## config.mk

```make
export PLATFORM = sky130hd
export DESIGN_NAME = ssq_divider
export DESIGN_NICKNAME = d
export VERILOG_FILES = /design/src/hdl/ssq_pkg.sv /design/src/hdl/ssq_divider.sv
export SDC_FILE = /design/constraint.sdc
export NUM_CORES = 1
export LEC_CHECK = 0
export BUFFER_PORTS_ARGS = -buffer_cell sky130_fd_sc_hd__buf_2
export CAP_MARGIN = 40
export CORE_ASPECT_RATIO = 1.75
export CORE_UTILIZATION = 53
export CTS_CLUSTER_SIZE = 25
export DETAILED_ROUTE_END_ITERATION = 16
export GPL_TIMING_DRIVEN = 0
export MAX_ROUTING_LAYER = met4
export PLACE_DENSITY = 0.88
export SYNTH_ARGS = -nofsm -noshare
export SYNTH_HDL_FRONTEND = slang
export SYNTH_SLANG_ARGS = --single-unit
```

## constraint.sdc

```tcl
create_clock -name clk -period 4.3 [get_ports clk]
set_input_delay 0.86 -clock clk [delete_from_list [all_inputs] [get_ports clk]]
set_output_delay 0.86 -clock clk [all_outputs]
set_load 0.005 [all_outputs]
```

## src/hdl/ssq_pkg.sv

```systemverilog
// Package for the single-server queue event step block.
// Holds the sequencer state type, the opcode, event kind, register and average codes.
// No dependencies.
`timescale 1ns / 1ps

package ssq_pkg;

	// Sequencer states
	typedef enum logic [2:0] {
		ST_IDLE,
		ST_EVAL,
		ST_MUL_T,
		ST_MUL_Q,
		ST_UPD,
		ST_DIV_GO,
		ST_DIV_WAIT,
		ST_OUT
	} ssq_state_t;

	// Input opcodes
	localparam logic OP_STEP   = 1'b0;
	localparam logic OP_FINISH = 1'b1;

	// Result event kinds
	localparam logic [1:0] KIND_ARRIVAL   = 2'd0;
	localparam logic [1:0] KIND_DEPARTURE = 2'd1;
	localparam logic [1:0] KIND_PAST      = 2'd2;
	localparam logic [1:0] KIND_REPORT    = 2'd3;

	// Configuration register indexes
	localparam logic CFG_TIME_LIMIT    = 1'b0;
	localparam logic CFG_FIRST_ARRIVAL = 1'b1;

	// Report averages, in the order they are computed
	localparam int          NUM_AVG        = 6;
	localparam logic [2:0]  AVG_SOJOURN    = 3'd0;
	localparam logic [2:0]  AVG_WAIT       = 3'd1;
	localparam logic [2:0]  AVG_IN_SYSTEM  = 3'd2;
	localparam logic [2:0]  AVG_UTIL       = 3'd3;
	localparam logic [2:0]  AVG_ARR_RATE   = 3'd4;
	localparam logic [2:0]  AVG_SVC_RATE   = 3'd5;

	// Long division: 128-bit dividend, one quotient bit per cycle
	localparam int DIV_STEPS = 128;
	localparam int DIV_CW    = $clog2(DIV_STEPS);

endpackage

```

## src/hdl/ssq_divider.sv

```systemverilog
// Restoring long divider for the report averages: 128-bit dividend over 64-bit
// divisor, one bit per cycle, quotient saturated to 32 bits. Uses ssq_pkg.
`timescale 1ns / 1ps

module ssq_divider import ssq_pkg::*; (
	input  logic          clk,
	input  logic          arst_n,
	input  logic          start,
	input  logic [127:0]  dividend,
	input  logic [63:0]   divisor,
	output logic          done,
	output logic [31:0]   quotient
);

	logic [127:0]       dvd_q;
	logic [63:0]        den_q;
	logic [63:0]        rem_q;
	logic [31:0]        quo_q;
	logic               sat_q;
	logic               zero_q;
	logic [DIV_CW-1:0]  cnt_q;
	logic               run_q;
	logic               done_q;
	logic [64:0]        rx;
	logic [64:0]        rdiff;
	logic               ge;

	// One restoring step
	assign rx    = {rem_q, dvd_q[127]};
	assign rdiff = rx - {1'b0, den_q};
	assign ge    = (rx >= {1'b0, den_q});

	always_ff @(posedge clk or negedge arst_n) begin
		if (!arst_n) begin
			run_q  <= 1'b0;
			done_q <= 1'b0;
			cnt_q  <= '0;
		end else begin
			done_q <= 1'b0;
			if (start) begin
				run_q <= (divisor != '0);
				done_q <= (divisor == '0);
				cnt_q <= DIV_CW'(DIV_STEPS - 1);
			end else if (run_q) begin
				if (cnt_q == '0) begin
					run_q  <= 1'b0;
					done_q <= 1'b1;
				end else begin
					cnt_q <= cnt_q - 1'b1;
				end
			end
		end
	end

	always_ff @(posedge clk) begin
		if (start) begin
			dvd_q  <= dividend;
			den_q  <= divisor;
			rem_q  <= '0;
			quo_q  <= '0;
			sat_q  <= 1'b0;
			zero_q <= (divisor == '0);
		end else if (run_q) begin
			dvd_q <= dvd_q << 1;
			rem_q <= ge ? rdiff[63:0] : rx[63:0];
			quo_q <= {quo_q[30:0], ge};
			// A set top bit shifted out means the quotient passed 32 bits
			if (quo_q[31])
				sat_q <= 1'b1;
		end
	end

	assign done     = done_q;
	assign quotient = zero_q ? '0 : (sat_q ? {32{1'b1}} : quo_q);

endmodule

```

==> flow_summary.yaml, run 1 <==
status:
  outcome: "completed"
sta:
  worst_pin_slew_ns: 0.8852
  setup_viol_count_final: 0
  report.final.slew_viol_count: 0
  relSlewSlack_pct: 40.99
  clock_skew_ns: 0.01243
  max_freq_mhz: 264.4
  min_period_over_period_pct: 87.97
  rsz0062_at_grt: "no"
  hold_viol: 0
  fin_tns_setup_ns: 0
  finalCriticalPeriod_ns: 3.783
synth:
  synth_mux_area_share_pct: 13.14
  synth_top_area_cell: "edfxtp_1"
  netlist_top_cells_area: "edfxtp_1 36%, dfxtp_1 12%, mux2_2 8.9%"
  yosys.cell_types.count: 67
  ys_seq_area_share_pct: 48.82
  synthCells: 1556
  synth_compound_area_share_pct: 13.20
  synth_top_area_share_pct: 35.54
  synth_seq_cells: 299
  synth-xor-area-share_pct: 3.276
  syn_nets: 1818
  synthAdderAreaFrac_pct: 5.186
  synth_edf_count: 193
  synth_flop_cell: "edfxtp_1"
  syn_area_per_cell_um2: 10.48
  ys_warn_count: 0
  yosys.area_share.simple_pct: 12.00
  synth-async-reset-ratio_pct: 3.010
  synth_top_family_by_area: "compound AO/OA/AOI/OAI gates"
  synth_area_mm2: 0.01631
finish:
  nets: 2079
  num-fill-cells: 2340
  drive_above_1_share_pct: 24.29
  areaGrowthSynthToFinish_pct: 16.81
  stdcell_area_mm2: 0.01905
route:
  vias_per_cell: 5.922
  drt_iter0_drc: 900
  vias: 13220
  drt_wl_total_mm: 47.12
  ant_nets: 0
  first_pass_iters: 5
  drc_errors: 0
  wl_per_cell_um: 21.10
clock_tree:
  cts_max_level: 1
  insertion_delay_ns: 0.59
  path_clk_slew_ns: 0.07
  cts_hold_buf: 0
  cts_root_buffer: "clkbuf_16"
  cts_resized: 0
  numCtsBuffers: 29
  postCtsSetupBuffers: 0
  clock_path_buffers: 3
  cts_sinks: 299
  cts_tree: "done"
floorplan:
  placement_rows: 84
  dieArea_mm2: 0.03151
  core-area_mm2: 0.03016
  die_h_um: 234.1
  start_util_pct: 54.07
  io-pin-count: 228
  die_x_um: 134.6
worst_setup_path:
  crit_path_start_kind: "flop"
  worstPathRequired_ns: 4.76
  worstSetupEndpointType: "flop"
  reg2reg_depth: 13
  cp_max_fo: 7
  path_class: "reg -> reg"
  cp.arrival_ns: 4.24
global_routing:
  antenna_found_initial: 6
  grt_first_pass_wirelength_mm: 71.69
  grt_max_degree: 129
  first_global_vias: 13890
  grt_usage_pct: 30.90
  grt-ovfl-total: 0
power:
  p_per_area_mw_per_mm2: 539.5
  ir_drop_mv: 0.4004
  static-leakage-power_nw: 8.046
placed_design:
  place_area_mm2: 0.01800
  gp_congestion: 1.006
  dp_hpwl_mm: 35.25
  port-buffer-count: 227
worst_hold_path:
  hp-class: "in -> async"
run:
  maxCapViolCount: 0
==> worst paths after layout <==
kind,endpoint,from,slack [ns]
min,cnt_q[6],arst_n,0.12
min in group clk,den_q[42],divisor[42],0.46
max in group asynchronous,run_q,arst_n,3.99
max reg2reg,rem_q[63],den_q[31],0.52
min reg2reg,rem_q[38],rem_q[38],0.49
max,rem_q[63],den_q[31],0.52
==> report_power, final <==
group          switching (mW)  internal, mW
clock                    1.24          1.57
sequential              0.260          3.47
combinational            2.19          1.54
==> critical path, cell delays in order, from the launching register on <==
cell and delay [ns]:
edfxtp_1 0.33, inv_1 0.04, ha_1 0.27, clkbuf_1 0.27, nand4_1 0.28, nor4_1 0.50, nor2b_1 0.23, a22oi_1 0.13
and4b_1 0.29, nor3_1 0.40, o21ai_0 0.34, o211ai_1 0.35, nand4b_1 0.15, nand4_1 0.08
==> logic make-up (layout without fill, tap and decap cells) <==
kind of cell / count (synthesis) / in the layout
AOI/OAI and AO/OA: 323 / 323
xor gates and xnor gates: 61 / 61
adders and majority gates: 67 / 67
buffers and inverters: 178 / 462
DFF: 299 / 299
muxes: 197 / 197
other: 0 / 6
and+or+nand+nor: 431 / 431
==> through the flow <==
step	setup slack (ns)	std cells	power [mW]	hold slack [ns]	util, %
2_1_floorplan	1.054	1556	6.429	0.4572	-
3_3_place_gp	-1.348	2170	7.337	0.4744	59.45
3_5_place_dp	0.5615	2173	7.433	0.4773	59.68
4_1_cts	0.5184	2227	10.25	0.1133	63.11
5_1_grt	0.3389	2233	10.74	0.1315	63.16
6_report	0.5172	2233	10.28	0.1212	63.16
==> cells in the mapped netlist, types with 31 or more instances <==
master,number
xnor2_1,43
a21oi_1,79
o21ai_0,43
a211oi_1,54
dfxtp_1,97
clkbuf_1,68
mux2_2,129
ha_1,66
nand4_1,38
nor3_1,31
mux2i_1,66
a21o_1,34
nor2_1,190
nand2_1,92
inv_1,88
edfxtp_1,193
==> cells in the final DEF, fill, tap and decap left out, types with 7 or more instances in the layout <==
| cell type | n |
|---|---|
| nand4_1 | 38 |
| nand2_1 | 91 |
| edfxtp_1 | 193 |
| clkinv_4 | 7 |
| buf_2 | 233 |
| buf_1 | 9 |
| o21ai_1 | 21 |
| nor4_1 | 23 |
| a21oi_1 | 79 |
| nand2b_1 | 7 |
| mux2i_1 | 66 |
| o21a_1 | 14 |
| o21ai_0 | 43 |
| nor3_1 | 31 |
| xnor2_1 | 43 |
| a21o_1 | 34 |
| xor2_1 | 18 |
| ha_1 | 66 |
| a211oi_1 | 54 |
| dfrtp_1 | 9 |
| mux2_2 | 129 |
| inv_1 | 88 |
| nand3_1 | 15 |
| dfxtp_1 | 97 |
| clkbuf_1 | 68 |
| nor2_1 | 190 |
| clkbuf_16 | 29 |
| o21bai_1 | 12 |
| a31oi_1 | 12 |
| nor2b_1 | 8 |
| o211ai_1 | 9 |
==> final cells by class <==
type / instances / area, um2 / area share [%]
inverters: 89 / 334.1 / 1.754
plain buffers: 89 / 379.1 / 1.990
repair buffers: 230 / 1191 / 6.252
multi-input cells: 1079 / 7650 / 40.15
flip-flops and latches: 299 / 7963 / 41.80
diodes: 6 / 15.01 / 0.07881
clock buffers: 29 / 725.7 / 3.809
clock inverters: 25 / 309.0 / 1.622
well taps: 387 / 484.2 / 2.542
==> registers in the layout, summed over array words and instances, names as in the netlist <==
signal,flops
quo_q,32
rem_q,64
zero_q,1
den_q,64
done,1
sat_q,1
run_q,1
dvd_q,128
cnt_q,7
==> per-layer routing <==
layer / vias up / GRT usage, % / part of all wire [%]
li1: 6205 / - / -
met1: 6293 / 28.51 / 34
met2: 548 / 57.45 / 54
met3: 178 / 5.210 / 5.8
met4: 0 / 20.96 / 6.8
met5: - / - / 0
(Power assumes the default switching activity.)
==> inputs of run 2 (changes only) <==
Settings changed: CORE_ASPECT_RATIO 1.75 to 1.25.
==> flow_summary.yaml, run 2 (synthesis gave the netlist of run 1 again) <==
status:
  outcome: "completed"
worst_setup_path:
  cpMaxStageDelayCell: "a31oi_1"
  cp.buffers_inverters: 1
  worstPathRequired_ns: 4.78
  rrSetupSlack_ns: 0.53
  cp_top_family: "compound AO/OA/AOI/OAI gates"
  critPathMaxStageDelay_ns: 0.47
  cp.arrival_ns: 4.25
  worstSetupEndpointType: "flop"
  worstReg2RegEnd: "rem_q[60]"
  critical_path.cell_chain: "inv_1 > ha_1 > fa_1 > nand2b_1 > a21oi_1 > o21bai_1 > a21oi_1 > a211oi_2 > a31oi_1 > a21oi_1 > o21ai_0 > mux2_2 > a211oi_1"
  crit_top_cell: "a21oi_1"
  path_class: "reg -> reg"
  cp_max_fo: 4
  reg2reg_depth: 13
  crit_path_start_kind: "flop"
  r2r_start: "dvd_q[127]"
sta:
  finalCriticalPeriod_ns: 3.770
  worst_pin_slew_ns: 0.8519
  report.final.slew_viol_count: 0
  min_period_over_period_pct: 87.67
  max_freq_mhz: 265.3
  final.setup.worst_slack_ns: 0.5303
  relSlewSlack_pct: 43.20
  clock_skew_ns: 0.01423
  hold_viol: 0
  setup_viol_count_final: 0
  rsz0062_at_grt: "no"
power:
  ir_drop_mv: 0.3700
  p_sw_mw: 3.530
  p_seq_share_pct: 36.8
  p_per_area_mw_per_mm2: 532.2
  switching_share_pct: 34.78
  p_comb_share_pct: 36.3
  static-leakage-power_nw: 8.042
  pwr-share-clk_pct: 26.9
  p_int_mw: 6.619
clock_tree:
  clock_path_buffers: 3
  cts_max_level: 1
  cts_sinks: 299
  insertion_delay_ns: 0.58
  postCtsSetupBuffers: 0
  path_clk_slew_ns: 0.06
  cts_hold_buf: 0
  numCtsBuffers: 30
  cts_tree: "done"
  cts_resized: 0
  cts_root_buffer: "clkbuf_16"
worst_hold_path:
  hp-class: "in -> async"
placed_design:
  dp_hpwl_mm: 33.50
  place_worst_setup_slack_ns: 0.5478
  port-buffer-count: 227
  gp_congestion: 0.9770
global_routing:
  grt_first_pass_wirelength_mm: 69.37
  grt-ovfl-total: 0
  grt_max_degree: 127
  first_global_vias: 13300
  antenna_found_initial: 5
  grt_usage_pct: 29.06
finish:
  utilization_pct: 63.14
  drive_above_1_share_pct: 24.04
  areaGrowthSynthToFinish_pct: 16.93
  final_common_cell: "buf_2"
  layout_common_cells: "233 x buf_2, 193 x edfxtp_1, 190 x nor2_1"
  largest_register: "dvd_q"
  nets: 2081
  largest_registers: "dvd_q: 128 flops, den_q: 64 flops, rem_q: 64 flops"
  num-fill-cells: 2412
  largest_register_ffs: 128
  multi_input_area_mm2: 0.007650
  seq_area_mm2: 0.007963
floorplan:
  io-pin-count: 228
  placement_rows: 71
  core-area_mm2: 0.03020
  die_x_um: 158.9
  start_util_pct: 54.00
  die_h_um: 198.1
  dieArea_mm2: 0.03148
route:
  highest_layer: "met4"
  drt_iter0_drc: 814
  wl_per_cell_um: 19.84
  vias_per_cell: 5.775
  ant_nets: 0
  wl_met1_mm: 17.21
  met2_length_mm: 22.48
  wl_met3_mm: 3.033
  drc_errors: 0
  vias: 12990
  drt_wl_total_mm: 44.63
  first_pass_iters: 9
run:
  maxCapViolCount: 0
==> run 2: final cells by class <==
cell class                      count  area share (%)
Antenna cell                        6         0.07873
Buffer                             89           1.988
Clock buffer                       41           4.389
Clock inverter                     15          0.9579
Inverter                           89           1.752
Multi-Input combinational cell   1079           40.11
Sequential cell                   299           41.75
Tap cell                          401           2.631
Timing Repair Buffer              231           6.338
==> run 2: layer usage <==
| metal | track usage [%] | vias up |
|---|---|---|
| li1 | - | 6195 |
| met5 | - | - |
| met3 | 5.488 | 119 |
| met1 | 31.80 | 6193 |
| met2 | 51.72 | 487 |
| met4 | 12.25 | 0 |
==> run 2: power by group through the flow <==
stage | sequential (mW) | combinational [mW] | clock [mW]
global placement | 3.77 | 3.54 | 0
detailed placement | 3.78 | 3.61 | 0
floorplan | 3.68 | 2.74 | 0
global route | 3.77 | 4.03 | 2.87
finish | 3.74 | 3.68 | 2.73
CTS | 3.73 | 3.64 | 2.77
==> run 2: worst max path at each step <==
stage                    start        end  cells after the start
floorplan                start   dvd_q[0]                      3
global placement         start  dvd_q[42]                      4
CTS                  den_q[22]  rem_q[24]                     14
finish              dvd_q[127]  rem_q[60]                     13
global route         den_q[31]  rem_q[63]                     13
detailed placement   den_q[22]  rem_q[50]                     15
==> run 2: through the flow <==
step           std cells  setup TNS [ns]  instance area [um2]  power, mW  hold WS, ns
2_1_floorplan       1556               0                16310      6.429       0.4572
5_1_grt             2249               0                19070      10.67       0.1307
6_report            2250               0                19070      10.15       0.1305
3_3_place_gp        2184         -170.11                17950      7.312       0.4679
3_5_place_dp        2188               0                18040      7.394       0.4725
4_1_cts             2244               0                19060      10.14       0.1194
==> inputs of run 3 (changes only) <==
Settings changed: CTS_BUF_LIST from default to sky130_fd_sc_hd__clkbuf_16.
==> flow_summary.yaml, run 3 (synthesis gave the netlist of run 1 again) <==
worst_setup_path:
  cp.buffers_inverters: 2
  rrSetupSlack_ns: 0.53
  crit_path_start_kind: "flop"
  worstReg2RegEnd: "rem_q[63]"
  path_class: "reg -> reg"
  cp.arrival_ns: 4.21
  r2r_start: "den_q[31]"
  cp_max_fo: 7
  cp_top_family: "simple AND/OR/NAND/NOR gates"
  worstPathRequired_ns: 4.75
  reg2reg_depth: 13
  cp-startpoint: "den_q[31]"
  crit_top_cell: "nand4_1"
  cpMaxStageDelayCell: "nor4_1"
  worst-path-stages: 13
  critPathMaxStageDelay_ns: 0.52
  cp-endpoint: "rem_q[63]"
  worstSetupEndpointType: "flop"
  critical_path.cell_chain: "inv_1 > ha_1 > clkbuf_1 > nand4_1 > nor4_1 > nor2b_1 > a22oi_1 > and4b_1 > nor3_1 > o21ai_0 > o211ai_1 > nand4b_1 > nand4_1"
placed_design:
  gp_congestion: 0.9770
  place_area_mm2: 0.01804
  dp_hpwl_mm: 33.50
  port-buffer-count: 227
route:
  vias: 12980
  vias_per_cell: 5.767
  first_pass_iters: 5
  drt_iter0_drc: 800
  ant_nets: 0
  wl_met3_mm: 2.868
  wl_per_cell_um: 19.84
  highest_layer: "met4"
  drc_errors: 0
  met2_length_mm: 22.63
  wl_met1_mm: 17.39
  drt_wl_total_mm: 44.64
floorplan:
  die_x_um: 158.9
  placement_rows: 71
  die_h_um: 198.1
  start_util_pct: 54.00
  io-pin-count: 228
  dieArea_mm2: 0.03148
  core-area_mm2: 0.03020
finish:
  nets: 2081
  largest_register: "dvd_q"
  utilization_pct: 63.06
  drive_above_1_share_pct: 23.98
  layout_common_cells: "233 x buf_2, 193 x edfxtp_1, 190 x nor2_1"
  largest_registers: "dvd_q: 128 flops, den_q: 64 flops, rem_q: 64 flops"
  num-fill-cells: 2416
  areaGrowthSynthToFinish_pct: 16.79
  final_common_cell: "buf_2"
  stdcell_area_mm2: 0.01905
  largest_register_ffs: 128
sta:
  max_freq_mhz: 265.6
  setup_viol_count_final: 0
  hold_viol: 0
  rsz0062_at_grt: "no"
  finalCriticalPeriod_ns: 3.766
  worst_pin_slew_ns: 0.8602
  min_period_over_period_pct: 87.57
  fin_tns_setup_ns: 0
  relSlewSlack_pct: 42.12
  clock_skew_ns: 0.01265
  report.final.slew_viol_count: 0
global_routing:
  grt-ovfl-total: 0
  antenna_found_initial: 5
  first_global_vias: 13300
  grt_usage_pct: 29.02
  grt_max_degree: 127
  grt_first_pass_wirelength_mm: 69.28
clock_tree:
  numCtsBuffers: 30
  cts_resized: 0
  cts_max_level: 1
  cts_root_buffer: "clkbuf_16"
  cts_sinks: 299
  path_clk_slew_ns: 0.06
  clock_path_buffers: 3
  insertion_delay_ns: 0.58
  cts_tree: "done"
  postCtsSetupBuffers: 0
  cts_hold_buf: 0
power:
  static-leakage-power_nw: 8.066
  fin_total_pwr_mw: 10.09
  p_per_area_mw_per_mm2: 529.6
  ir_drop_mv: 0.3673
run:
  maxCapViolCount: 0
worst_hold_path:
  hp-class: "in -> async"
status:
  outcome: "completed"
[run 3: cell types whose count changed in the layout (fill, tap and decap cells not counted), sizes merged]
cell | previous run | this run
inv | 88 | 98
clkbuf | 109 | 99
[run 3: area by class of cell]
cell class                      instances  area, um2  area share [%]
Buffer                                 89      379.1           1.990
Clock inverter                         25      220.2           1.156
Tap cell                              401      501.7           2.634
Antenna cell                            6      15.01         0.07883
Multi-Input combinational cell       1079       7650           40.16
Inverter                               89      334.1           1.754
Sequential cell                       299       7963           41.81
Clock buffer                           31      775.7           4.073
Timing Repair Buffer                  231       1209           6.346
[run 3: per-stage QoR]
stage	std cells	hold slack, ns	worst slack [ns]
6_report	2250	0.1316	0.5343
3_5_place_dp	2188	0.4725	0.5478
2_1_floorplan	1556	0.4572	1.054
5_1_grt	2249	0.1381	0.2467
3_3_place_gp	2184	0.4679	-1.334
4_1_cts	2244	0.1191	0.5216
[run 3: how the worst min path moves through the flow]
stage	from	to	slack [ns]	cells after the start
global route	arst_n	cnt_q[0]	0.14	1
CTS	arst_n	cnt_q[0]	0.12	1
detailed placement	rem_q[38]	rem_q[38]	0.47	2
finish	arst_n	cnt_q[0]	0.13	1
global placement	rem_q[38]	rem_q[38]	0.47	2
floorplan	rem_q[1]	rem_q[1]	0.46	2
[run 3: routing by layer]
layer / GRT usage (%) / vias up
met1: 31.75 / 6210
met3: 5.341 / 102
met4: 12.00 / 0
li1: - / 6195
met5: - / -
met2: 51.88 / 468
[run 3: report_power, final]
| part | internal, mW | switching [mW] |
|---|---|---|
| clock network | 1.54 | 1.13 |
| logic | 1.54 | 2.14 |
| registers | 3.48 | 0.258 |
| total | 6.56 | 3.53 |
