`src/hdl/ssq_pkg.sv`:
```
// Package for the single-server queue event step block.
// Holds the sequencer state type, the opcode, event kind, register and average codes.
// No dependencies.
`timescale 1ns / 1ps

package ssq_pkg;

	// Sequencer states
	typedef enum logic [2:0] {
		ST_IDLE,
		ST_EVAL,
		ST_MUL_T,
		ST_MUL_Q,
		ST_UPD,
		ST_DIV_GO,
		ST_DIV_WAIT,
		ST_OUT
	} ssq_state_t;

	// Input opcodes
	localparam logic OP_STEP   = 1'b0;
	localparam logic OP_FINISH = 1'b1;

	// Result event kinds
	localparam logic [1:0] KIND_ARRIVAL   = 2'd0;
	localparam logic [1:0] KIND_DEPARTURE = 2'd1;
	localparam logic [1:0] KIND_PAST      = 2'd2;
	localparam logic [1:0] KIND_REPORT    = 2'd3;

	// Configuration register indexes
	localparam logic CFG_TIME_LIMIT    = 1'b0;
	localparam logic CFG_FIRST_ARRIVAL = 1'b1;

	// Report averages, in the order they are computed
	localparam int          NUM_AVG        = 6;
	localparam logic [2:0]  AVG_SOJOURN    = 3'd0;
	localparam logic [2:0]  AVG_WAIT       = 3'd1;
	localparam logic [2:0]  AVG_IN_SYSTEM  = 3'd2;
	localparam logic [2:0]  AVG_UTIL       = 3'd3;
	localparam logic [2:0]  AVG_ARR_RATE   = 3'd4;
	localparam logic [2:0]  AVG_SVC_RATE   = 3'd5;

	// Long division: 128-bit dividend, one quotient bit per cycle
	localparam int DIV_STEPS = 128;
	localparam int DIV_CW    = $clog2(DIV_STEPS);

endpackage

```
`src/hdl/ssq_mul_acc.sv`:
```
// Shared multiplier for the area products: delta times a piece count,
// 16 bits of delta per cycle, saturated to 64 bits. Uses ssq_pkg.
`timescale 1ns / 1ps

module ssq_mul_acc import ssq_pkg::*; #(
	parameter int TIME_BITS  = 32,
	parameter int QUEUE_BITS = 16
) (
	input  logic                  clk,
	input  logic                  arst_n,
	input  logic                  start,
	input  logic [TIME_BITS-1:0]  delta,
	input  logic [QUEUE_BITS:0]   mult,
	output logic                  done,
	output logic [63:0]           product
);

	localparam int NCH = (TIME_BITS + 15) / 16;
	localparam int DW  = NCH * 16;
	localparam int PPW = 16 + QUEUE_BITS + 1;
	localparam int PW  = DW + QUEUE_BITS + 1;
	localparam int EW  = (PW > 64) ? PW : 65;
	localparam int CW  = (NCH > 1) ? $clog2(NCH) : 1;

	logic [DW-1:0]       dlt_q;
	logic [QUEUE_BITS:0] mult_q;
	logic [PW-1:0]       prod_q;
	logic [CW-1:0]       cnt_q;
	logic                run_q;
	logic                done_q;
	logic [PPW-1:0]      pp;
	logic [EW-1:0]       prod_ext;

	// Top chunk of delta times the count
	assign pp = dlt_q[DW-1 -: 16] * mult_q;

	// Walk delta from the top chunk down, shift and add
	always_ff @(posedge clk or negedge arst_n) begin
		if (!arst_n) begin
			run_q  <= 1'b0;
			done_q <= 1'b0;
			cnt_q  <= '0;
		end else begin
			done_q <= 1'b0;
			if (start) begin
				run_q  <= 1'b1;
				cnt_q  <= CW'(NCH - 1);
			end else if (run_q) begin
				if (cnt_q == '0) begin
					run_q  <= 1'b0;
					done_q <= 1'b1;
				end else begin
					cnt_q <= cnt_q - 1'b1;
				end
			end
		end
	end

	always_ff @(posedge clk) begin
		if (start) begin
			dlt_q  <= DW'(delta);
			mult_q <= mult;
			prod_q <= '0;
		end else if (run_q) begin
			dlt_q  <= dlt_q << 16;
			prod_q <= (prod_q << 16) + PW'(pp);
		end
	end

	// Saturate to 64 bits
	assign prod_ext = EW'(prod_q);
	assign product  = (|prod_ext[EW-1:64]) ? {64{1'b1}} : prod_ext[63:0];
	assign done     = done_q;

endmodule

```
`config.mk`:
```
export PLATFORM = sky130hd
export DESIGN_NAME = ssq_mul_acc
export DESIGN_NICKNAME = d
export VERILOG_FILES = /design/src/hdl/ssq_pkg.sv /design/src/hdl/ssq_mul_acc.sv
export SDC_FILE = /design/constraint.sdc
export NUM_CORES = 1
export LEC_CHECK = 0
export ABC_AREA = 0
export BUFFER_PORTS_ARGS = -buffer_cell sky130_fd_sc_hd__clkbuf_2
export CAP_MARGIN = 25
export CORE_MARGIN = 1
export CORE_UTILIZATION = 44
export CTS_CLUSTER_SIZE = 8
export DETAILED_ROUTE_END_ITERATION = 16
export PLACE_DENSITY_LB_ADDON = 0.1
export SYNTH_ARGS = -nofsm -noshare
export SYNTH_HDL_FRONTEND = slang
export SYNTH_SLANG_ARGS = --single-unit
```
`constraint.sdc`:
```
create_clock -name clk -period 18.7 [get_ports clk]
set_clock_uncertainty 0.05 [all_clocks]
set_input_delay 1.87 -clock clk [delete_from_list [all_inputs] [get_ports clk]]
set_output_delay 1.87 -clock clk [all_outputs]
set_load 0.01 [all_outputs]
```
==> results.txt, run 1 <==
- After the last flow step, the layout net total stands at just under 2000.
- The most numerous cell type found on the critical path is fa_1.
* Deepest clock path buffer count: 2
* Flip-flop cell with the highest count after synthesis: edfxtp_1
- #FFs+latches synth: 101
- In this run, post-CTS hold repair placed 0 buffers.
- Across the run, the number of max-cap violations was 0.
- The routed layout has approximately 10000 vias.
- Once detail routing completed, the nets flagged for antenna violations numbered 0.
- For this run the aggregate overflow at the end of global routing stands at 0.
* Ant diodes: 0
- On the final layout, the worst hold slack is 0.401 ns.
* Total detailed-routing wirelength: around 36000 um
* Unrepaired setup endpoints after global routing: no
* Share of layout cells above drive strength 1: 0.0946
- Series of cell instances along the critical path: nand2_1, fa_1, inv_1, fa_1, inv_1, fa_1, inv_1, fa_1, fa_1, inv_1, fa_1, inv_1, ha_1, nand2_1, nor2_1, nand2_1, a31oi_2, a41o_2, a21oi_4, or3_1, a311oi_2
- STA classifies the critical path endpoint as a flop.
* Number of antenna violations at the first check in global routing: 0
- Worst-skew pair later-pin latency: 0.38 ns
* Slowest Stage Delay on Critical Path: 0.86 ns
- For the pin with the worst max-slew slack, the measured transition is between 0.8 and 0.9 ns.
* Data required time at the worst endpoint: 18.94 ns
* Number of cells produced by synthesis: 1495
* Area contributors post-synth: fa_1 (32%), ha_1 (11%), edfxtp_1 (11%), inv_1 (8.4%), and2_1 (7.3%)
- In the routed design, unresolved DRC markers number 4.
* Floorplan row count: between 60 and 70
* Vert. Die Dim: 180 um
- Crit Path Class: flop to flop
- Start point of the critical path: mult_q[6]
- The via count of the first global-routing pass was ~11000.
* Half-perimeter wire length of the detailed placement result: 28300 um
* Final-report setup violation count: 0
- Measured against its own limit, the worst slew margin works out to 0.443.
* Routability congestion estimate from global placement: 0.876
* EDFF count, synth: 49
- Number of iterations in the first detailed-routing pass: 11
- Dividing the final minimum period by the clock period gives 0.361.
- Data arrival at the endpoint of the critical path: 6.99 ns
* Initial drt markers: 612
* Peak Freq: 148 MHz
- Aggregate global-route resource usage: 0.232
- Pin count of the biggest net entering global routing: 58
* Final critical-path required period: about 6.7 ns
- The startpoint identified for the worst register-to-register timing path is mult_q[6].
- Summed negative setup slack over all endpoints: 0 ns
* Number of top-level design ports: 117
- Yosys top cell area share: 0.323
- The most common cell in the synthesized netlist is inv_1.
- The initial utilization of the core area, before any placement, comes to 0.452.
- During placement, the flow inserted port buffers numbering 101.
- Buffers inserted during clock tree synthesis total 9.
- Critical Path Source Type: flop
- Floorplan core area: just over 30000 sq um
- The worst hold path begins at prod_q[33].
- Global-route wire length before repair: 57200 um
- Most instantiated cells after synthesis: inv_1 (312), fa_1 (225), nand2_1 (171), and2_1 (163), ha_1 (121)
- Yosys mapped the design onto 62 distinct sky130hd cell types.
- Final slew viol count: 0
* Run status: complete, but fails checks
* Slowest CP cell: edfxtp_1
* Clock transition time at the flip-flop clock pins of the worst setup and hold paths: 0.08 ns
- From synthesis to final layout, the design area changed by 7.45%.
* Area of the mapped netlist: ~14000 sq um
* Routed wire per std cell: 18.7 um
* Post-synthesis cell type with the largest combined area: fa_1
- A synthesized cell averages 9.32 sq um.
* Sequential fraction of the synthesis area: 0.181
* Deepest level of the CTS H-tree: 3
- CTS Root Buffer Type: clkbuf_16
* Number of vias per cell after detailed routing: 5.15
- The floorplan step defined a die boundary enclosing 32400 sq um.
- The clock drives 101 sinks.
- Clock tree from TritonCTS: done
- Postcts setup bufs: 0
- Horiz. Die Dim: 180 um
* Min-delay worst type: flop to flop
* Gates resized, CTS repair: 0
- For this run, asynchronously set or reset flops after synthesis account for 0.0297.
- Yosys Warn Count: 0
- The final reports fail on design-rule violations.
- Largest fanout on the critical path: 16
- The number of failing hold endpoints at the final stage was 0.
[sequential cells by signal (all words and copies together) (netlist names)]
register  cells
cnt_q         1
dlt_q        32
done          1
mult_q       17
prod_q       49
run_q         1
[cells by family after synthesis]
group           synth area share
compound gates            0.0700
xor+xnor                  0.0226
fa+ha+maj                  0.432
buf+inv                    0.109
flops                      0.181
mux                       0.0287
other cells             0.000269
simple gates               0.156
[worst paths after layout]
path / end / slack (ns) / cells past startpoint
worst max-delay path: prod_q[48] / 11.95 / 21
worst min-delay path: prod_q[33] / 0.40 / 2
worst max register to register: prod_q[48] / 11.95 / 21
worst min register to register: prod_q[33] / 0.40 / 2
max in group asynchronous: run_q / 17.25 / 1
min in group asynchronous: done / 1.22 / 1
[critical path, delay by kind of cell (launching register included)]
| kind | cells | cell delay (ns) |
|---|---|---|
| DFF | 1 | 0.86 |
| and+or+nand+nor | 5 | 0.96 |
| buffers and inverters | 5 | 0.26 |
| adders and majority gates | 7 | 3.42 |
| AOI/OAI and AO/OA | 4 | 1.09 |
[through the flow]
step	instance area, sq um	std cells	utilization	worst slack (ns)
floorplan	14000	1509	-	12.60
global placement	14700	1934	0.476	12.06
detailed placement	14700	1934	0.476	12.01
CTS	15000	1950	0.485	11.96
global route	15000	1950	0.485	11.60
finish	15000	1950	0.485	11.95
[cell usage in the layout (no fill, tap or decap), types with 28 or more instances in the layout]
cell and n:
ha_1 121, o21ai_0 32, clkbuf_2 100, nand2_1 171
nor2_1 52, fa_1 225, dfxtp_1 49, xnor2_1 28
a21oi_1 46, and2_1 163, edfxtp_1 49, inv_1 312
[per-layer routing]
metal | share of wire | track usage | vias to the layer above
met4 | 0.015 | 0.0631 | 0
li1 | - | - | 4685
met3 | 0.040 | 0.0290 | 41
met2 | 0.49 | 0.391 | 230
met5 | 0 | 0 | -
met1 | 0.46 | 0.315 | 5092
[layout make-up]
| class | instances | area (sq um) |
|---|---|---|
| Tap cell | 396 | 495 |
| Timing Repair Buffer | 105 | 538 |
| Inverter | 313 | 1170 |
| Clock buffer | 12 | 268 |
| Fill cell | 2993 | 15900 |
| Sequential cell | 101 | 2530 |
| Clock inverter | 4 | 28.8 |
| Multi-Input combinational cell | 1019 | 9930 |
Power of run 1 is not shown: default switching activity piles up to over one toggle a cycle in this logic, so the estimate is an artifact.
==> inputs of run 2 (changes only) <==
==> constraint.sdc (replaced) <==
create_clock -name clk -period 6.6 [get_ports clk]
set_clock_uncertainty 0.05 [all_clocks]
set_input_delay 0.66 -clock clk [delete_from_list [all_inputs] [get_ports clk]]
set_output_delay 0.66 -clock clk [all_outputs]
set_load 0.01 [all_outputs]
==> run 2 against run 1 <==
Against the previous run:
- the flow still finishes with violations (design-rule violations)
- count of clock-buffer cells in the layout is 3 lower
- sequential share of layout area is 0.83 points lower
- maximum frequency is 6.5% higher
- via count is 2.4% higher
- register-to-register slack worse by 12 ns
- cell count is 3.9% higher
- die area stayed put
- sequential cell count stayed put
- hold slack worse by 0.37 ns
- highest routed layer unchanged
- critical path depth is 2 lower
- utilization is 2.5 points higher
==> results.txt, run 2 (synthesis gave the netlist of run 1 again) <==
- Initial standard-cell utilization of the core: 0.452
* Met2 WL: 18000 um
- After the first detailed-routing iteration, the DRC count stood at 581.
* CTS hold repair buffers: 0
* Largest fanout on the critical path: 9
* Critical Path Source Type: flop
- After detailed routing, the average wire length per cell comes to approximately 18 um.
* Data required time at the worst endpoint: 6.83 ns
- Deepest clock path buffer count: 2
- The tree is rooted in a clkbuf_16.
* Total detailed-routing wirelength: 36300 um
- The checks that failed: design-rule violations.
- Residual overflow from global routing: 0
- The number of antenna violations at the first check in global routing was 0.
* Number of global-route vias before repair: 10400
* Peak Freq: 158 MHz
* Clock buffer count from CTS: 9
- Relative to the synthesized area, the layout overhead comes to 13.0%.
- Routed length on met3: 1840 um
* Topmost layer with routed signal wires: met4
- Dividing the detail-routed via count by the number of cells gives between 5 and 6.
* Global-route wire length before repair: 56600 um
* Start point of the critical path: dlt_q[17]
* Floorplan core area: 30800 sq um
- Unrepaired setup endpoints after global routing: yes
- Setup violations remaining at the end of the flow were counted as 0.
- Aggregate global-route resource usage: 0.229
- Total via count after detailed routing: 10300
- Most common cell after layout, fill and taps aside: inv_1
- Summed negative setup slack over all endpoints: 0 ns
- Count of cells along the worst register-to-register path: 19
* Half-perimeter wire length of the detailed placement result: 29300 um
- The final layout contains 2024 nets.
- Run status: complete, but fails checks
- The critical path in this run is classified as flop to flop.
- The largest registers in the layout are prod_q (49), dlt_q (32), mult_q (17).
* Slew of the pin with the lowest slew margin: roughly 0.8 ns
- Data arrival at the endpoint of the critical path: 6.57 ns
- Deepest level of the CTS H-tree: 3
* Number of top-level design ports: 117
* Number of flip-flops under the largest register name: between 40 and 50
- Entering global routing, the biggest net connects 51 pins.
- The first TritonRoute pass finished after 11 iterations.
- Routed met1 length: between 15000 and 20000 um
- Endpoint class of the critical path: flop
- The register with the most flip-flops in the final layout is prod_q.
- In this run the critical register-to-register path is launched from dlt_q[17].
- Register-to-register setup slack: 0.26 ns
- In the final layout, the share of cells above drive strength 1 is 0.139.
- In this run the tool buffered the top-level ports with approximately 100 buffer cells.
- Number of nets with antenna violations after routing: 0
- From bottom edge to top edge, the die measures approximately 180 um.
- R2R Path End: prod_q[41]
* Clock tree from TritonCTS: done
- The number of pins exceeding their max-slew limit in the final report came to 0.
- Of the available clock period, the critical path in the final layout requires 0.960.
- Final critical-path required period: 6.34 ns
* Sinks on Clock Net: 101
* Count of final hold-check violations: 0
- Ant diodes: 0
- Leading cell types in the layout, fill and taps excluded: inv_1 (312), fa_1 (225), nand2_1 (171)
- Horiz. Die Dim: about 180 um
* Clock transition time at the flip-flop clock pins of the worst setup and hold paths: ~0.080 ns
* Min-delay worst type: input pin to asynchronous set/reset pin
- Max-Slew Margin vs Limit: 0.472
- Worst-skew pair later-pin latency: approximately 0.37 ns
- Max-cap violations in this run came to 0.
* Die area: 32400 sq um
- For this run, design rule violations remaining after detail routing come to 4.
* Routability congestion estimate from global placement: 0.875
- In this run the core area contains 64 standard-cell rows.
## run 2: metal layers
layer  vias up  global-route usage
met1      5200               0.310
met2       219               0.387
met3        24              0.0359
li1       4842                   -
met4         0              0.0479
met5         -                   0
## run 2: final cells by class
type	count	area, sq um
fill	2927	15100
timing repair buffer	182	1280
inverter	313	1170
tap	396	495
clock buffer	9	225
clock inverter	7	97.6
sequential	101	2530
multi-input combinational	1019	9940
## run 2: how the worst max path moves through the flow
stage	end	slack, ns	depth (start not counted)
after floorplan	prod_q[48]	0.50	23
after global placement	prod_q[34]	0.18	21
after CTS	prod_q[45]	0.1	20
after global routing	prod_q[25]	-0.05	19
after detailed placement	prod_q[45]	0.1	20
final	prod_q[41]	0.26	19
## run 2: critical path: stages (launching register included)
cell	delay [ns]
edfxtp_1	0.64
nand2_1	0.15
fa_1	0.53
fa_1	0.51
fa_1	0.51
inv_1	0.05
fa_1	0.48
fa_1	0.49
inv_1	0.05
fa_1	0.52
inv_1	0.06
ha_1	0.41
nand3_1	0.14
nor3_1	0.24
a211oi_2	0.15
a2111oi_4	0.50
o21ai_1	0.15
a21oi_1	0.25
xnor2_1	0.13
a211oi_1	0.22
## run 2: stage by stage
step | utilization | cells | instance area (sq um) | setup WS (ns) | hold WS [ns]
after floorplan | - | 1509 | 14000 | 0.501 | 0.314
after global placement | 0.488 | 1981 | 15100 | 0.178 | 0.387
after detailed placement | 0.488 | 1981 | 15100 | 0.0952 | 0.391
after CTS | 0.499 | 1997 | 15400 | 0.0974 | 0.0193
after global routing | 0.510 | 2027 | 15700 | -0.0548 | 0.0208
final | 0.510 | 2027 | 15700 | 0.261 | 0.0286
## run 2: what timing repair did
item	CTS	global route
setup endpoints to repair	0	18
setup buffers	0	30
gates resized for setup	0	1
Power of run 2 is left out for the same reason.
==> inputs of run 3 (changes only) <==
--- a/config.mk
+++ b/config.mk
@@ -13,6 +13,7 @@
 export CTS_CLUSTER_SIZE = 8
 export DETAILED_ROUTE_END_ITERATION = 16
 export PLACE_DENSITY_LB_ADDON = 0.1
+export RECOVER_POWER = 100
 export SYNTH_ARGS = -nofsm -noshare
 export SYNTH_HDL_FRONTEND = slang
 export SYNTH_SLANG_ARGS = --single-unit
==> constraint.sdc (replaced) <==
create_clock -name clk -period 5.9 [get_ports clk]
set_clock_uncertainty 0.05 [all_clocks]
set_input_delay 0.59 -clock clk [delete_from_list [all_inputs] [get_ports clk]]
set_output_delay 0.59 -clock clk [all_outputs]
set_load 0.01 [all_outputs]
==> run 3 against run 2 <==
Against the previous run:
- the flow finishes with violations (design-rule violations, max-capacitance violations, max-slew violations, negative setup slack)
- sequential share of layout area shrank 1.0 points
- global-route usage grew 0.29 points
- first-iteration DRC count shrank 26%
- routed wire length shrank 1.3%
==> results.txt, run 3 (synthesis gave the netlist of run 1 again) <==
- Max-Slew Margin vs Limit: -0.299
* Fill count: 2857
* Clock buffer count from CTS: 9
* Slew of the pin with the lowest slew margin: 1.95 ns
- Deepest clock path buffer count: 2
* Routed wire per std cell: approximately 17 um
- The count of nets left with antenna violations once routing finished came out at 0.
- Pin count of the biggest net entering global routing: just under 60
- The smallest clock period supported by the final layout is computed as 5.97 ns.
* Reg-to-reg critical path startpoint: mult_q[5]
- At the worst endpoint, the arrival time is about 6.2 ns.
- Number of vias per cell after detailed routing: 5.00
* Summed negative setup slack over all endpoints: -0.213 ns
* Largest registers in the final layout: prod_q (49), dlt_q (32), mult_q (17)
- Worst-skew pair later-pin latency: 0.37 ns
- Clock transition time at the flip-flop clock pins of the worst setup and hold paths: 0.08 ns
- In this run the worst path has a maximum fanout of 7.
- Run status: complete, but fails checks
- In the final layout, the share of cells above drive strength 1 is 0.191.
- The number of failing hold endpoints at the final stage came to 0.
- Final slew viol count: 33
- The H-tree was split into 3 levels.
- Across all register-to-register paths, the minimum setup slack is -0.07 ns.
- Register ranked first by flip-flop count: prod_q
- STA classifies the critical path startpoint as a flop.
* Routability congestion estimate from global placement: ~0.9
- In this run the worst hold path is classified as input pin to flop.
- Number of iterations in the first detailed-routing pass: 11
* Worst-case hold slack: 0.337 ns
* Leading cell types in the layout, fill and taps excluded: inv_1 (311), fa_1 (220), nand2_1 (167)
- The via count of the first global-routing pass came to 11000.
* DRC Markers: 1
- For this configuration, the core starts out at a cell density of 0.452.
- The number of antenna violations at the first check in global routing was 0.
* Number of flip-flops under the largest register name: 49
* Final setup slack of the worst path: -0.0676 ns
- In this run the most critical hold path is launched from mult[3].
* Number of top-level design ports: around 120
- The first routing iteration left 429 violations.
- The die is 180 um tall.
* Number of cells on the worst hold path: 1
- For this run, the total global-route usage over all layers was measured as 0.232.
* Global-route wire length before repair: around 58000 um
- Layout area overhead: 20.8%
* Endpoint with the worst hold slack: mult_q[3]
- TritonCTS built the clock tree.
* Endpoint class of the critical path: flop
* R2R Path End: prod_q[48]
- The setup path with the least slack is of type flop to flop.
* Total via count after detailed routing: 10600
* Ant diodes: 0
* Number of nets in the finished design: ~2100
- The initialized floorplan defines 64 standard-cell rows.
* Total area of sequential cells: about 2500 sq um
* Total detailed-routing wirelength: 35800 um
* Half-perimeter wire length of the detailed placement result: 29400 um
* Residual overflow from global routing: 0
* Data required time at the worst endpoint: 6.13 ns
* Area taken by multi-input logic gates: around 10000 sq um
* Die area: 32400 sq um
* Final-report setup violation count: 8
- Prior to clock tree synthesis, the placed netlist has a worst setup slack of -0.326 ns.
* Max Cap Viol: 1
- CTS Root Buffer Type: clkbuf_16
- Clock tree synthesis found a total of 101 sinks.
- Leaving out fill and tap cells, the most frequent cell in the layout is inv_1.
- # port buffers: 101
- Horiz. Die Dim: 180 um
- Setup repair after global routing could not meet its margin everywhere.
- Derived from the worst setup path, the maximum achievable clock frequency is 168 MHz.
- The floorplan step defined a core boundary enclosing 30800 sq um.
- The worst register-to-register path has a depth of 19.
- Portion of the clock cycle consumed by the worst path in the final layout: 1.01
- Violations in the final reports: design-rule violations, max-capacitance violations, max-slew violations, negative setup slack
==> run 3: layout make-up <==
| class | instances | share of cell area |
|---|---|---|
| Multi-Input combinational cell | 1019 | 0.622 |
| Clock inverter | 4 | 0.00320 |
| Inverter | 313 | 0.0698 |
| Tap cell | 396 | 0.0295 |
| Clock buffer | 12 | 0.0153 |
| Sequential cell | 101 | 0.150 |
| Timing Repair Buffer | 273 | 0.110 |
==> run 3: per-stage QoR <==
step / utilization / instances / instance area (sq um)
after floorplan: - / 1509 / 14000
after global placement: 0.514 / 2076 / 15800
after detailed placement: 0.514 / 2076 / 15800
after CTS: 0.542 / 2115 / 16700
after global routing: 0.546 / 2118 / 16800
final: 0.546 / 2118 / 16800
==> run 3: metal layers <==
metal / up-vias / part of all wire / global-route usage
li1: 5027 / - / -
met1: 5342 / 0.44 / 0.305
met2: 177 / 0.50 / 0.394
met3: 40 / 0.033 / 0.0304
met4: 0 / 0.022 / 0.0752
met5: - / 0 / 0
==> run 3: worst max-delay path by stage <==
stage / startpoint / slack [ns] / depth (start not counted) / to
detailed placement: dlt_q[20] / -0.33 / 21 / prod_q[46]
global placement: dlt_q[20] / -0.25 / 21 / prod_q[48]
CTS: dlt_q[20] / -0.05 / 22 / prod_q[48]
floorplan: dlt_q[25] / 0.001 / 23 / prod_q[48]
global route: dlt_q[20] / -0.28 / 21 / prod_q[48]
finish: mult_q[5] / -0.07 / 19 / prod_q[48]
==> run 3: repair_timing <==
item                       CTS  global route
pin swaps                   37            28
setup buffers               22             3
hold endpoints to repair     3             0
hold buffers                 1             0
setup endpoints to repair   29            30
resized for setup           79            33
==> run 3: critical path, cell delays in order, from the launching register on <==
cell and delay, ns:
edfxtp_1 0.47, buf_6 0.18, and2_4 0.15, fa_1 0.47, inv_1 0.05, fa_2 0.53
fa_2 0.45, fa_1 0.56, inv_1 0.06, fa_1 0.51, fa_1 0.46, ha_4 0.31
a21oi_1 0.09, o21ai_2 0.21, nand2_2 0.11, a31oi_4 0.24, a41o_4 0.29, a21oi_4 0.09
or3_1 0.33, a311oi_2 0.25
Power of run 3 is left out for the same reason.
